==> src/rtl/core/pwaqi_pkg.sv <==
package pwaqi_pkg;

    // Field widths
    localparam int unsigned READ_W  = 10;
    localparam int unsigned SUM_W   = 18;
    localparam int unsigned CNT_W   = 8;
    localparam int unsigned AVG_W   = 14;
    localparam int unsigned IDX_W   = 10;
    localparam int unsigned CAT_W   = 3;

    // Window clamp and segment search depth
    localparam int unsigned MAX_WINDOW = 255;
    localparam int unsigned SEGMENTS   = 6;
    localparam int unsigned TABLE_ROWS = 6;
    localparam int unsigned ROWS = (SEGMENTS < TABLE_ROWS) ? SEGMENTS : TABLE_ROWS;

    // Serial arithmetic widths
    localparam int unsigned DIV_W   = 23;  // dividend and quotient
    localparam int unsigned DSR_W   = 14;  // divisor
    localparam int unsigned SPAN_W  = 13;  // concentration span of a segment
    localparam int unsigned ILO_W   = 9;   // lower index of a segment
    localparam int unsigned IRNG_W  = 8;   // index range of a segment
    localparam int unsigned NUM_W   = AVG_W + IRNG_W;
    localparam int unsigned IDX_MAX = 1023;

    // Index category codes
    localparam logic [CAT_W-1:0] CAT_GOOD      = 3'd0;
    localparam logic [CAT_W-1:0] CAT_MODERATE  = 3'd1;
    localparam logic [CAT_W-1:0] CAT_SENSITIVE = 3'd2;
    localparam logic [CAT_W-1:0] CAT_UNHEALTHY = 3'd3;
    localparam logic [CAT_W-1:0] CAT_VERY_BAD  = 3'd4;
    localparam logic [CAT_W-1:0] CAT_HAZARD    = 3'd5;

    // Breakpoints, concentrations in tenths: {conc_lo, conc_hi, index_lo, index_hi}
    localparam int unsigned BP [3][TABLE_ROWS][4] = '{
        '{ '{0, 80, 0, 50}, '{81, 254, 51, 100}, '{255, 354, 101, 150},
           '{355, 504, 151, 200}, '{505, 754, 201, 300}, '{755, 5004, 301, 500} },
        '{ '{0, 120, 0, 50}, '{121, 354, 51, 100}, '{355, 554, 101, 150},
           '{555, 1504, 151, 200}, '{1505, 2504, 201, 300}, '{2505, 5004, 301, 500} },
        '{ '{0, 540, 0, 50}, '{550, 1540, 51, 100}, '{1550, 2540, 101, 150},
           '{2550, 3540, 151, 200}, '{3550, 4240, 201, 300}, '{4250, 6040, 301, 500} }
    };

    typedef struct packed {
        logic [AVG_W-1:0]  clo;
        logic [SPAN_W-1:0] span;
        logic [ILO_W-1:0]  ilo;
        logic [IRNG_W-1:0] irng;
    } t_seg;

    // Pick the last segment whose lower bound the concentration reaches
    function automatic t_seg seg_lookup(input logic [1:0] tbl, input logic [AVG_W-1:0] conc);
        t_seg        seg;
        int unsigned sel;
        int unsigned t;
        t   = (tbl > 2'd2) ? 2 : int'(tbl);
        sel = 0;
        for (int unsigned i = 0; i < ROWS; i++) begin
            if (32'(conc) >= BP[t][i][0]) begin
                sel = i;
            end
        end
        seg.clo  = AVG_W'(BP[t][sel][0]);
        seg.span = SPAN_W'(BP[t][sel][1] - BP[t][sel][0]);
        seg.ilo  = ILO_W'(BP[t][sel][2]);
        seg.irng = IRNG_W'(BP[t][sel][3] - BP[t][sel][2]);
        return seg;
    endfunction

endpackage

==> src/rtl/core/particulate_window_aqi_unit.sv <==
// Particulate window air-quality index. Each input transaction carries one
// PM1.0/PM2.5/PM10 reading in ug/m3 and is summed as it is taken, so readings
// are taken back to back until the count reaches the window length written on
// the configuration channel (zero acts as one). The reading that closes a window
// starts the index computation, during which the input is not ready: three
// window averages in tenths of ug/m3, then one interpolated sub-index per
// pollutant, all through one shared bit-serial divider (six divisions) and
// one shift-add multiplier. The result sits in an output register; new
// readings are accepted while it waits to be taken.
module particulate_window_aqi_unit (
    input  logic        i_clk,
    input  logic        i_rst_n,
    // Configuration: window length in readings
    input  logic        i_cfg_valid,
    output logic        o_cfg_ready,
    input  logic [7:0]  i_cfg_data,
    // Readings
    input  logic        i_s_axis_tvalid,
    output logic        o_s_axis_tready,
    input  logic [31:0] i_s_axis_tdata,  // pm1_reading, pm25_reading, pm10_reading, pad
    // Results
    output logic        o_m_axis_tvalid,
    input  logic        i_m_axis_tready,
    output logic [87:0] o_m_axis_tdata   // avg_pm1_tenths, avg_pm25_tenths,
                                         // avg_pm10_tenths, pm1_subindex,
                                         // pm25_subindex, pm10_subindex,
                                         // overall_index, index_category, pad
);
    import pwaqi_pkg::*;

    localparam logic [3:0] S_ACC       = 4'd0;
    localparam logic [3:0] S_AVG_GO    = 4'd1;
    localparam logic [3:0] S_AVG_WAIT  = 4'd2;
    localparam logic [3:0] S_SEG       = 4'd3;
    localparam logic [3:0] S_MUL_GO    = 4'd4;
    localparam logic [3:0] S_MUL_WAIT  = 4'd5;
    localparam logic [3:0] S_RDIV_GO   = 4'd6;
    localparam logic [3:0] S_RDIV_WAIT = 4'd7;
    localparam logic [3:0] S_OUT       = 4'd8;

    localparam logic [1:0] CH_PM1  = 2'd0;
    localparam logic [1:0] CH_PM25 = 2'd1;
    localparam logic [1:0] CH_PM10 = 2'd2;

    logic [3:0]        r_state, n_state;
    logic [1:0]        r_ch;
    logic              w_in_acc;
    logic              w_out_load;
    logic              w_window_end;
    logic [SUM_W-1:0]  w_sum1, w_sum25, w_sum10, w_sum_sel;
    logic [CNT_W-1:0]  w_count;
    logic [NUM_W-1:0]  w_sum_x10;
    logic [AVG_W-1:0]  r_avg1, r_avg25, r_avg10, w_avg_sel;
    logic [IDX_W-1:0]  r_sub1, r_sub25, r_sub10;
    t_seg              r_seg;
    t_seg              w_seg;
    logic [AVG_W-1:0]  r_diff;
    logic [NUM_W-1:0]  r_num;
    logic              w_div_start, w_div_done;
    logic [DIV_W-1:0]  w_div_dividend, w_div_quot;
    logic [DSR_W-1:0]  w_div_divisor;
    logic              w_mul_done;
    logic [NUM_W-1:0]  w_mul_prod;
    logic [DIV_W:0]    w_sub_wide;
    logic [IDX_W-1:0]  w_sub;
    logic [IDX_W-1:0]  w_top;
    logic [CAT_W-1:0]  w_cat;
    logic              r_out_valid;
    logic [87:0]       r_out_data;

    assign o_cfg_ready     = 1'b1;
    assign w_in_acc        = (r_state == S_ACC);
    assign o_s_axis_tready = w_in_acc;

    pwaqi_accum u_accum (
        .i_clk        (i_clk),
        .i_rst_n      (i_rst_n),
        .i_cfg_we     (i_cfg_valid),
        .i_cfg_data   (i_cfg_data),
        .i_add        (i_s_axis_tvalid && w_in_acc),
        .i_pm1        (i_s_axis_tdata[9:0]),
        .i_pm25       (i_s_axis_tdata[19:10]),
        .i_pm10       (i_s_axis_tdata[29:20]),
        .i_clear      (w_out_load),
        .o_sum1       (w_sum1),
        .o_sum25      (w_sum25),
        .o_sum10      (w_sum10),
        .o_count      (w_count),
        .o_window_end (w_window_end)
    );

    // Select the channel under work
    always_comb begin
        unique case (r_ch)
            CH_PM1: begin
                w_sum_sel = w_sum1;
                w_avg_sel = r_avg1;
            end
            CH_PM25: begin
                w_sum_sel = w_sum25;
                w_avg_sel = r_avg25;
            end
            default: begin
                w_sum_sel = w_sum10;
                w_avg_sel = r_avg10;
            end
        endcase
    end

    assign w_sum_x10 = NUM_W'({w_sum_sel, 3'b000}) + NUM_W'({w_sum_sel, 1'b0});

    // Segment of the selected average
    assign w_seg = seg_lookup(r_ch, w_avg_sel);

    // Divider operands: the average, or the rounded interpolation quotient
    assign w_div_start = (r_state == S_AVG_GO) || (r_state == S_RDIV_GO);
    always_comb begin
        if (r_state == S_AVG_GO) begin
            w_div_dividend = DIV_W'(w_sum_x10);
            w_div_divisor  = DSR_W'(w_count);
        end else begin
            w_div_dividend = DIV_W'({r_num, 1'b0}) + DIV_W'(r_seg.span);
            w_div_divisor  = {r_seg.span, 1'b0};
        end
    end

    pwaqi_div u_div (
        .i_clk      (i_clk),
        .i_rst_n    (i_rst_n),
        .i_start    (w_div_start),
        .i_dividend (w_div_dividend),
        .i_divisor  (w_div_divisor),
        .o_done     (w_div_done),
        .o_quot     (w_div_quot)
    );

    pwaqi_mul u_mul (
        .i_clk   (i_clk),
        .i_rst_n (i_rst_n),
        .i_start (r_state == S_MUL_GO),
        .i_mcand (r_diff),
        .i_mplr  (r_seg.irng),
        .o_done  (w_mul_done),
        .o_prod  (w_mul_prod)
    );

    // Lower index plus rounded quotient, saturated
    assign w_sub_wide = {1'b0, w_div_quot} + (DIV_W + 1)'(r_seg.ilo);
    assign w_sub      = (w_sub_wide > (DIV_W + 1)'(IDX_MAX)) ? IDX_W'(IDX_MAX)
                                                              : w_sub_wide[IDX_W-1:0];

    // Largest sub-index and its category
    always_comb begin
        w_top = r_sub1;
        if (r_sub25 > w_top) begin
            w_top = r_sub25;
        end
        if (r_sub10 > w_top) begin
            w_top = r_sub10;
        end
    end

    always_comb begin
        priority if (w_top <= IDX_W'(50)) begin
            w_cat = CAT_GOOD;
        end else if (w_top <= IDX_W'(100)) begin
            w_cat = CAT_MODERATE;
        end else if (w_top <= IDX_W'(150)) begin
            w_cat = CAT_SENSITIVE;
        end else if (w_top <= IDX_W'(200)) begin
            w_cat = CAT_UNHEALTHY;
        end else if (w_top <= IDX_W'(300)) begin
            w_cat = CAT_VERY_BAD;
        end else begin
            w_cat = CAT_HAZARD;
        end
    end

    assign w_out_load = (r_state == S_OUT) && (!r_out_valid || i_m_axis_tready);

    // Sequence the window-end computation
    always_comb begin
        n_state = r_state;
        unique case (r_state)
            S_ACC:       if (w_window_end) n_state = S_AVG_GO;
            S_AVG_GO:    n_state = S_AVG_WAIT;
            S_AVG_WAIT:  if (w_div_done) n_state = (r_ch == CH_PM10) ? S_SEG : S_AVG_GO;
            S_SEG:       n_state = S_MUL_GO;
            S_MUL_GO:    n_state = S_MUL_WAIT;
            S_MUL_WAIT:  if (w_mul_done) n_state = S_RDIV_GO;
            S_RDIV_GO:   n_state = S_RDIV_WAIT;
            S_RDIV_WAIT: if (w_div_done) n_state = (r_ch == CH_PM10) ? S_OUT : S_SEG;
            S_OUT:       if (w_out_load) n_state = S_ACC;
            default:     n_state = S_ACC;
        endcase
    end

    always_ff @(posedge i_clk) begin
        if (!i_rst_n) begin
            r_state <= S_ACC;
            r_ch    <= CH_PM1;
        end else begin
            r_state <= n_state;
            if ((r_state == S_AVG_WAIT || r_state == S_RDIV_WAIT) && w_div_done) begin
                r_ch <= (r_ch == CH_PM10) ? CH_PM1 : r_ch + 2'd1;
            end
        end
    end

    // Capture averages, segment, product and sub-indices
    always_ff @(posedge i_clk) begin
        if (r_state == S_AVG_WAIT && w_div_done) begin
            unique case (r_ch)
                CH_PM1:  r_avg1  <= w_div_quot[AVG_W-1:0];
                CH_PM25: r_avg25 <= w_div_quot[AVG_W-1:0];
                default: r_avg10 <= w_div_quot[AVG_W-1:0];
            endcase
        end
        if (r_state == S_SEG) begin
            r_seg  <= w_seg;
            r_diff <= w_avg_sel - w_seg.clo;
        end
        if (r_state == S_MUL_WAIT && w_mul_done) begin
            r_num <= w_mul_prod;
        end
        if (r_state == S_RDIV_WAIT && w_div_done) begin
            unique case (r_ch)
                CH_PM1:  r_sub1  <= w_sub;
                CH_PM25: r_sub25 <= w_sub;
                default: r_sub10 <= w_sub;
            endcase
        end
    end

    // Output register: hold until the transaction completes
    always_ff @(posedge i_clk) begin
        if (!i_rst_n) begin
            r_out_valid <= 1'b0;
        end else if (w_out_load) begin
            r_out_valid <= 1'b1;
        end else if (i_m_axis_tready) begin
            r_out_valid <= 1'b0;
        end
    end

    always_ff @(posedge i_clk) begin
        if (w_out_load) begin
            r_out_data <= {3'b000, w_cat, w_top, r_sub10, r_sub25, r_sub1,
                           r_avg10, r_avg25, r_avg1};
        end
    end

    assign o_m_axis_tvalid = r_out_valid;
    assign o_m_axis_tdata  = r_out_data;

endmodule

==> src/rtl/core/pwaqi_accum.sv <==
module pwaqi_accum (
    input  logic                          i_clk,
    input  logic                          i_rst_n,
    input  logic                          i_cfg_we,
    input  logic [pwaqi_pkg::CNT_W-1:0]   i_cfg_data,
    input  logic                          i_add,
    input  logic [pwaqi_pkg::READ_W-1:0]  i_pm1,
    input  logic [pwaqi_pkg::READ_W-1:0]  i_pm25,
    input  logic [pwaqi_pkg::READ_W-1:0]  i_pm10,
    input  logic                          i_clear,
    output logic [pwaqi_pkg::SUM_W-1:0]   o_sum1,
    output logic [pwaqi_pkg::SUM_W-1:0]   o_sum25,
    output logic [pwaqi_pkg::SUM_W-1:0]   o_sum10,
    output logic [pwaqi_pkg::CNT_W-1:0]   o_count,
    output logic                          o_window_end
);
    import pwaqi_pkg::*;

    logic [CNT_W-1:0] r_window;
    logic [CNT_W-1:0] r_count;
    logic [CNT_W-1:0] n_count;
    logic [SUM_W-1:0] r_sum1, r_sum25, r_sum10;
    logic [CNT_W-1:0] w_win;

    // Treat a zero window as one, clamp to the largest window
    always_comb begin
        if (i_cfg_data == '0 && r_window == '0) begin
            w_win = CNT_W'(1);
        end else if (r_window == '0) begin
            w_win = CNT_W'(1);
        end else if (32'(r_window) > MAX_WINDOW) begin
            w_win = CNT_W'(MAX_WINDOW);
        end else begin
            w_win = r_window;
        end
    end

    assign n_count      = r_count + CNT_W'(1);
    assign o_window_end = i_add && (n_count != '0) && (n_count >= w_win);

    // Hold the window length
    always_ff @(posedge i_clk) begin
        if (!i_rst_n) begin
            r_window <= CNT_W'(60);
        end else if (i_cfg_we) begin
            r_window <= i_cfg_data;
        end
    end

    // Accumulate readings, drop them on clear
    always_ff @(posedge i_clk) begin
        if (!i_rst_n) begin
            r_count <= '0;
            r_sum1  <= '0;
            r_sum25 <= '0;
            r_sum10 <= '0;
        end else if (i_clear) begin
            r_count <= '0;
            r_sum1  <= '0;
            r_sum25 <= '0;
            r_sum10 <= '0;
        end else if (i_add) begin
            r_count <= n_count;
            r_sum1  <= r_sum1 + SUM_W'(i_pm1);
            r_sum25 <= r_sum25 + SUM_W'(i_pm25);
            r_sum10 <= r_sum10 + SUM_W'(i_pm10);
        end
    end

    assign o_sum1  = r_sum1;
    assign o_sum25 = r_sum25;
    assign o_sum10 = r_sum10;
    assign o_count = r_count;

endmodule

==> src/rtl/core/pwaqi_div.sv <==
module pwaqi_div (
    input  logic                         i_clk,
    input  logic                         i_rst_n,
    input  logic                         i_start,
    input  logic [pwaqi_pkg::DIV_W-1:0]  i_dividend,
    input  logic [pwaqi_pkg::DSR_W-1:0]  i_divisor,
    output logic                         o_done,
    output logic [pwaqi_pkg::DIV_W-1:0]  o_quot
);
    import pwaqi_pkg::*;

    localparam int unsigned CW = $clog2(DIV_W + 1);

    logic [DIV_W-1:0] r_quo;
    logic [DSR_W-1:0] r_rem;
    logic [DSR_W-1:0] r_dsr;
    logic [CW-1:0]    r_cnt;
    logic             r_busy;
    logic             r_done;
    logic [DSR_W:0]   w_shift;
    logic [DSR_W:0]   w_diff;
    logic             w_bit;

    // One quotient bit per cycle: shift in the next dividend bit, try subtract
    assign w_shift = {r_rem, r_quo[DIV_W-1]};
    assign w_diff  = w_shift - {1'b0, r_dsr};
    assign w_bit   = (w_shift >= {1'b0, r_dsr});

    always_ff @(posedge i_clk) begin
        if (!i_rst_n) begin
            r_busy <= 1'b0;
            r_done <= 1'b0;
            r_cnt  <= '0;
        end else begin
            r_done <= 1'b0;
            if (i_start) begin
                r_busy <= 1'b1;
                r_cnt  <= CW'(DIV_W);
            end else if (r_busy) begin
                r_cnt <= r_cnt - CW'(1);
                if (r_cnt == CW'(1)) begin
                    r_busy <= 1'b0;
                    r_done <= 1'b1;
                end
            end
        end
    end

    // Datapath shift registers
    always_ff @(posedge i_clk) begin
        if (i_start) begin
            r_quo <= i_dividend;
            r_rem <= '0;
            r_dsr <= i_divisor;
        end else if (r_busy) begin
            r_quo <= {r_quo[DIV_W-2:0], w_bit};
            r_rem <= w_bit ? w_diff[DSR_W-1:0] : w_shift[DSR_W-1:0];
        end
    end

    assign o_done = r_done;
    assign o_quot = r_quo;

endmodule

==> src/rtl/core/pwaqi_mul.sv <==
module pwaqi_mul (
    input  logic                          i_clk,
    input  logic                          i_rst_n,
    input  logic                          i_start,
    input  logic [pwaqi_pkg::AVG_W-1:0]   i_mcand,
    input  logic [pwaqi_pkg::IRNG_W-1:0]  i_mplr,
    output logic                          o_done,
    output logic [pwaqi_pkg::NUM_W-1:0]   o_prod
);
    import pwaqi_pkg::*;

    localparam int unsigned CW = $clog2(IRNG_W + 1);

    logic [NUM_W-1:0]  r_acc;
    logic [NUM_W-1:0]  r_mcand;
    logic [IRNG_W-1:0] r_mplr;
    logic [CW-1:0]     r_cnt;
    logic              r_busy;
    logic              r_done;

    always_ff @(posedge i_clk) begin
        if (!i_rst_n) begin
            r_busy <= 1'b0;
            r_done <= 1'b0;
            r_cnt  <= '0;
        end else begin
            r_done <= 1'b0;
            if (i_start) begin
                r_busy <= 1'b1;
                r_cnt  <= CW'(IRNG_W);
            end else if (r_busy) begin
                r_cnt <= r_cnt - CW'(1);
                if (r_cnt == CW'(1)) begin
                    r_busy <= 1'b0;
                    r_done <= 1'b1;
                end
            end
        end
    end

    // Shift-add over the multiplier bits, lowest first
    always_ff @(posedge i_clk) begin
        if (i_start) begin
            r_acc   <= '0;
            r_mcand <= NUM_W'(i_mcand);
            r_mplr  <= i_mplr;
        end else if (r_busy) begin
            if (r_mplr[0]) begin
                r_acc <= r_acc + r_mcand;
            end
            r_mcand <= {r_mcand[NUM_W-2:0], 1'b0};
            r_mplr  <= {1'b0, r_mplr[IRNG_W-1:1]};
        end
    end

    assign o_done = r_done;
    assign o_prod = r_acc;

endmodule

==> config.mk <==
export PLATFORM = sky130hd
export DESIGN_NAME = particulate_window_aqi_unit
export DESIGN_NICKNAME = d
export VERILOG_FILES = /design/src/rtl/core/pwaqi_pkg.sv /design/src/rtl/core/particulate_window_aqi_unit.sv /design/src/rtl/core/pwaqi_accum.sv /design/src/rtl/core/pwaqi_div.sv /design/src/rtl/core/pwaqi_mul.sv
export SDC_FILE = /design/constraint.sdc
export NUM_CORES = 1
export LEC_CHECK = 0
export ABC_AREA = 1
export ABC_CLOCK_PERIOD_IN_PS = 4950
export BUFFER_PORTS_ARGS = -buffer_cell sky130_fd_sc_hd__buf_4
export CORE_MARGIN = 2
export CORE_UTILIZATION = 56
export CTS_CLUSTER_DIAMETER = 30
export CTS_CLUSTER_SIZE = 24
export DETAILED_ROUTE_END_ITERATION = 10
export HOLD_SLACK_MARGIN = 0.1
export MAX_ROUTING_LAYER = met4
export PLACE_DENSITY = 0.77
export SYNTH_ARGS = -nofsm -noshare
export SYNTH_HDL_FRONTEND = slang
export SYNTH_SLANG_ARGS = --single-unit
==> constraint.sdc <==
create_clock -name i_clk -period 4.95 [get_ports i_clk]
set_input_delay 0.2475 -clock i_clk [delete_from_list [all_inputs] [get_ports i_clk]]
set_output_delay 0.2475 -clock i_clk [all_outputs]
set_load 0.03 [all_outputs]
==> results_tabular.tex <==
\begin{tabular}{lr}
\hline
Metric & Value \\
\hline
\multicolumn{2}{l}{\textbf{Synthesis}} \\
\quad Combined area of all synthesized cells & 24,800 sq um \\
\quad Post-synthesis cell type count & 60 \\
\quad FF+latch count, synth & 414 \\
\quad Gate Count Post-Synth & 2,954 \\
\quad Synthesized area per cell & 8.40 sq um \\
\quad Number of synthesized flops with an enable pin & 280 \\
\quad Primary FF master, synth & edfxtp\_1 \\
\quad Seq/Total Area, Yosys & 44.7\% \\
\quad Async set-or-reset flop fraction in the synthesized netlist & 0\% \\
\quad Number of warnings reported in the yosys synthesis log & 0 \\
\multicolumn{2}{l}{\textbf{Placement}} \\
\quad Total placed instance area & 27,000 sq um \\
\quad Port Buffer Count & 129 \\
\quad Weighted congestion at the end of routability-driven global placement & 1.01 \\
\quad Half-perimeter wire length after placement & 53.1 mm \\
\multicolumn{2}{l}{\textbf{Setup path}} \\
\quad Arrival @ worst endpoint & 5.21 ns \\
\quad Cell with the largest stage delay on the worst path & dfxtp\_4 \\
\quad Required time of the worst setup path & 5.33 ns \\
\quad Biggest fanout along the worst timing path & 7 \\
\quad Peak per-stage delay on the critical path & 0.39 ns \\
\quad Most frequent cell on the critical path & nor2\_1 \\
\quad Crit. End Element & flip-flop \\
\quad Start-to-end type of the worst setup path & flip-flop to flip-flop \\
\quad Number of cell instances on the worst register-to-register path & 30 \\
\quad Crit start category & flip-flop \\
\multicolumn{2}{l}{\textbf{Route}} \\
\quad Detailed-routed wire length on met3 & 4.77 mm \\
\quad Count of nets left with antenna violations after detail routing & 0 \\
\quad Detailed Routing Iterations Pass 1 & 6 \\
\quad WL final & 73.4 mm \\
\quad Met2 WL & 35.5 mm \\
\quad Initial DRC count & 1,946 \\
\quad Met1 routed wirelength after detailed routing & 29.7 mm \\
\quad Uppermost signal routing layer after detailed routing & met4 \\
\quad Vias per Instance & 5.69 \\
\quad Number of design rule violations left after detail routing & 0 \\
\quad Routed length per placed instance & 18.8 um \\
\quad Number of vias after detailed routing & 22,200 \\
\multicolumn{2}{l}{\textbf{Floorplanning}} \\
\quad Floorplan Core Area & 43,900 sq um \\
\quad Die area & 46,000 sq um \\
\quad Die Y-Extent & 214 um \\
\quad Die boundary width & 214 um \\
\quad Initial cell density of the core & 56.5\% \\
\quad I/O pin count & 136 \\
\quad Number of rows created at floorplan & 77 \\
\multicolumn{2}{l}{\textbf{Outcome}} \\
\quad Outcome & finished, final reports clean \\
\multicolumn{2}{l}{\textbf{Timing}} \\
\quad Count of endpoints failing setup in the final report & 0 \\
\quad Period utilization & 97.7\% \\
\quad Worst slew margin relative to its limit & 20.2\% \\
\quad WHS & 0.133 ns \\
\quad Slew @ Worst Pin & 1.20 ns \\
\quad Final number of max-transition violations & 0 \\
\quad FMAX & 0.207 GHz \\
\quad Skew final & 0.0614 ns \\
\quad Setup TNS Final & 0 ns \\
\quad Minimum period implied by the final worst setup slack & 4.83 ns \\
\quad Number of endpoints with negative hold slack in the final report & 0 \\
\quad RSZ-0062 raised after global routing & yes \\
\multicolumn{2}{l}{\textbf{Clock network}} \\
\quad Clk sinks & 414 \\
\quad Cell chosen for the clock root & clkbuf\_16 \\
\quad Clock latency at the later pin of the worst-skew pair & 0.65 ns \\
\quad Clk pin slew, worst setup/hold paths & 0.05 ns \\
\quad CTS tree & done \\
\quad Longest Clk Path Bufs & 3 \\
\quad \# H-tree levels & 3 \\
\quad Number of CTS-inserted buffers & 88 \\
\multicolumn{2}{l}{\textbf{Finish}} \\
\quad Total number of nets in the final design & 3,495 \\
\quad Fin util & 70.0\% \\
\quad Area occupied by multi-input gates & 12,200 sq um \\
\quad Area growth from synthesis to final layout & 24.0\% \\
\quad Post-route cell area & 30,800 sq um \\
\quad \# diodes & 0 \\
\quad Share of cells above drive strength 1 & 14.6\% \\
\quad FILL cells & 3,292 \\
\quad Total area of sequential cells & 11,100 sq um \\
\multicolumn{2}{l}{\textbf{Power and ir drop}} \\
\quad Total power per unit cell area & 524 nW/um\^{}2 \\
\quad Worst vdd ir & 0.364 mV \\
\quad Leakage power summed over all cells & 13.9 nW \\
\quad Tot Pwr & 16.1 mW \\
\multicolumn{2}{l}{\textbf{GRT}} \\
\quad Initial antenna violation count & 0 \\
\quad Global route total overflow & 0 \\
\quad Largest net degree at the start of global routing & 76 \\
\quad Global-route usage over all layers & 32.5\% \\
\quad Via count of the first global-routing pass & 21,400 \\
\quad Wire length of the first global-routing pass & 114 mm \\
\multicolumn{2}{l}{\textbf{Run}} \\
\quad Max-cap viol count & 0 \\
\multicolumn{2}{l}{\textbf{Hold path}} \\
\quad Path category of the worst min-delay check & input port to flip-flop \\
\quad Worst Hold Path Cells & 6 \\
\hline
\end{tabular}
## logic make-up after synthesis
| group | after synthesis | synth area share [%] |
|---|---|---|
| AO/OA/AOI/OAI | 612 | 13.8 |
| XOR/XNOR | 111 | 3.92 |
| adder cells (fa/ha/maj) | 210 | 10.9 |
| buffers and inverters | 482 | 7.50 |
| flip-flops | 414 | 44.7 |
| other | 2 | 0.0303 |
| AND/OR/NAND/NOR | 1123 | 19.1 |
## power breakdown
part | internal [mW] | total, mW | switching, mW
clock network | 4.06 | 6.20 | 2.14
registers | 4.58 | 5.17 | 0.583
logic | 1.63 | 4.74 | 3.11
total | 10.3 | 16.1 | 5.83
## worst max-delay path: cells and delay by family (launching register included)
kind	cells	cell delay (ns)
fa+ha+maj	2	0.64
flops	1	0.39
simple gates	15	1.63
compound gates	6	0.95
xor+xnor	1	0.08
buf+inv	6	0.86
## timing repair
| item | CTS | global route |
|---|---|---|
| setup endpoints to repair | 4 | 17 |
| resized for setup | 2 | 55 |
| pin swaps | 0 | 13 |
| hold buffers | 28 | 0 |
| setup buffers | 0 | 5 |
| hold endpoints to repair | 20 | 0 |
## final timing paths
| path | startpoint | endpoint | slack, ns |
|---|---|---|---|
| max | r_ch[1] | r_diff[12] | 0.12 |
| min | i_s_axis_tdata[21] | u_accum.o_sum10[1] | 0.13 |
| max reg2reg | r_ch[1] | r_diff[12] | 0.12 |
| min reg2reg | r_sub1[4] | o_m_axis_tdata[46] | 0.45 |
## registers in the layout, indices dropped and copies added (netlist names), 14 cells and up
signal,flops
o_m_axis_tdata,85
r_avg1,14
r_seg,28
u_div.o_quot,23
u_div.r_rem,14
u_accum.o_sum1,18
u_mul.r_mcand,22
u_accum.o_sum10,18
r_num,22
u_mul.o_prod,22
r_avg25,14
u_accum.o_sum25,18
r_avg10,14
u_div.r_dsr,14
r_diff,14
## synth_stat cells, drive strengths merged, types with 13 or more instances
master	instances	share of area, %
nand2	602	9.3
inv	407	6.2
nor2	287	4.6
edfxtp	280	34
a21oi	275	5.6
ha	199	10
o21ai	191	3.9
nand3	136	2.9
dfxtp	134	11
xor2	80	2.8
clkbuf	47	0.71
nor3	36	0.77
xnor2	31	1.1
o22ai	28	0.71
nand4	25	0.63
buf	22	0.54
o21bai	21	0.64
a31oi	19	0.48
o21a	14	0.42
or2	13	0.33
## per-stage QoR
step | setup slack [ns] | std cells
floorplan | 0.0700 | 2961
global placement | 0.0499 | 3709
detailed placement | -0.0148 | 3709
CTS | 0.0465 | 3903
global route | -0.128 | 3908
finish | 0.116 | 3908
## routing by layer
metal  vias to the layer above  GRT usage (%)
met1                     10500           39.0
met5                         -              -
met2                       960           55.2
li1                      10600              -
met3                       228           4.61
met4                         0           13.6
## final cells by class
type / instances / area share [%]
multi-input cells: 2065 / 39.5
inverters: 413 / 5.05
flip-flops and latches: 414 / 36.1
clock buffers: 99 / 7.63
clock inverters: 67 / 2.73
well taps: 592 / 2.41
repair buffers: 258 / 6.58
## cells in the final DEF, fill, tap and decap left out, drive strengths merged, types with 4 or more instances in the layout
cell	synthesis	layout
clkinvlp	0	9
o31ai	7	7
o21ai	191	191
nor2	287	287
clkinv	6	39
o211ai	11	11
conb	2	9
clkbuf	47	99
xor2	80	80
bufinv	0	11
or2	13	13
dfxtp	134	134
inv	407	421
o2111ai	5	5
a21oi	275	275
nand2	602	602
dlygate4sd3	0	28
nor4	8	8
nand4	25	25
fa	11	11
a31oi	19	19
o221ai	7	7
a22oi	5	5
o21a	14	14
o22ai	28	28
o21bai	21	21
nand3b	11	11
edfxtp	280	280
nor3	36	36
a21boi	4	4
a211oi	9	9
buf	22	230
nand3	136	136
xnor2	31	31
a21o	7	7
ha	199	199
Power figures use the tool's default switching activity.
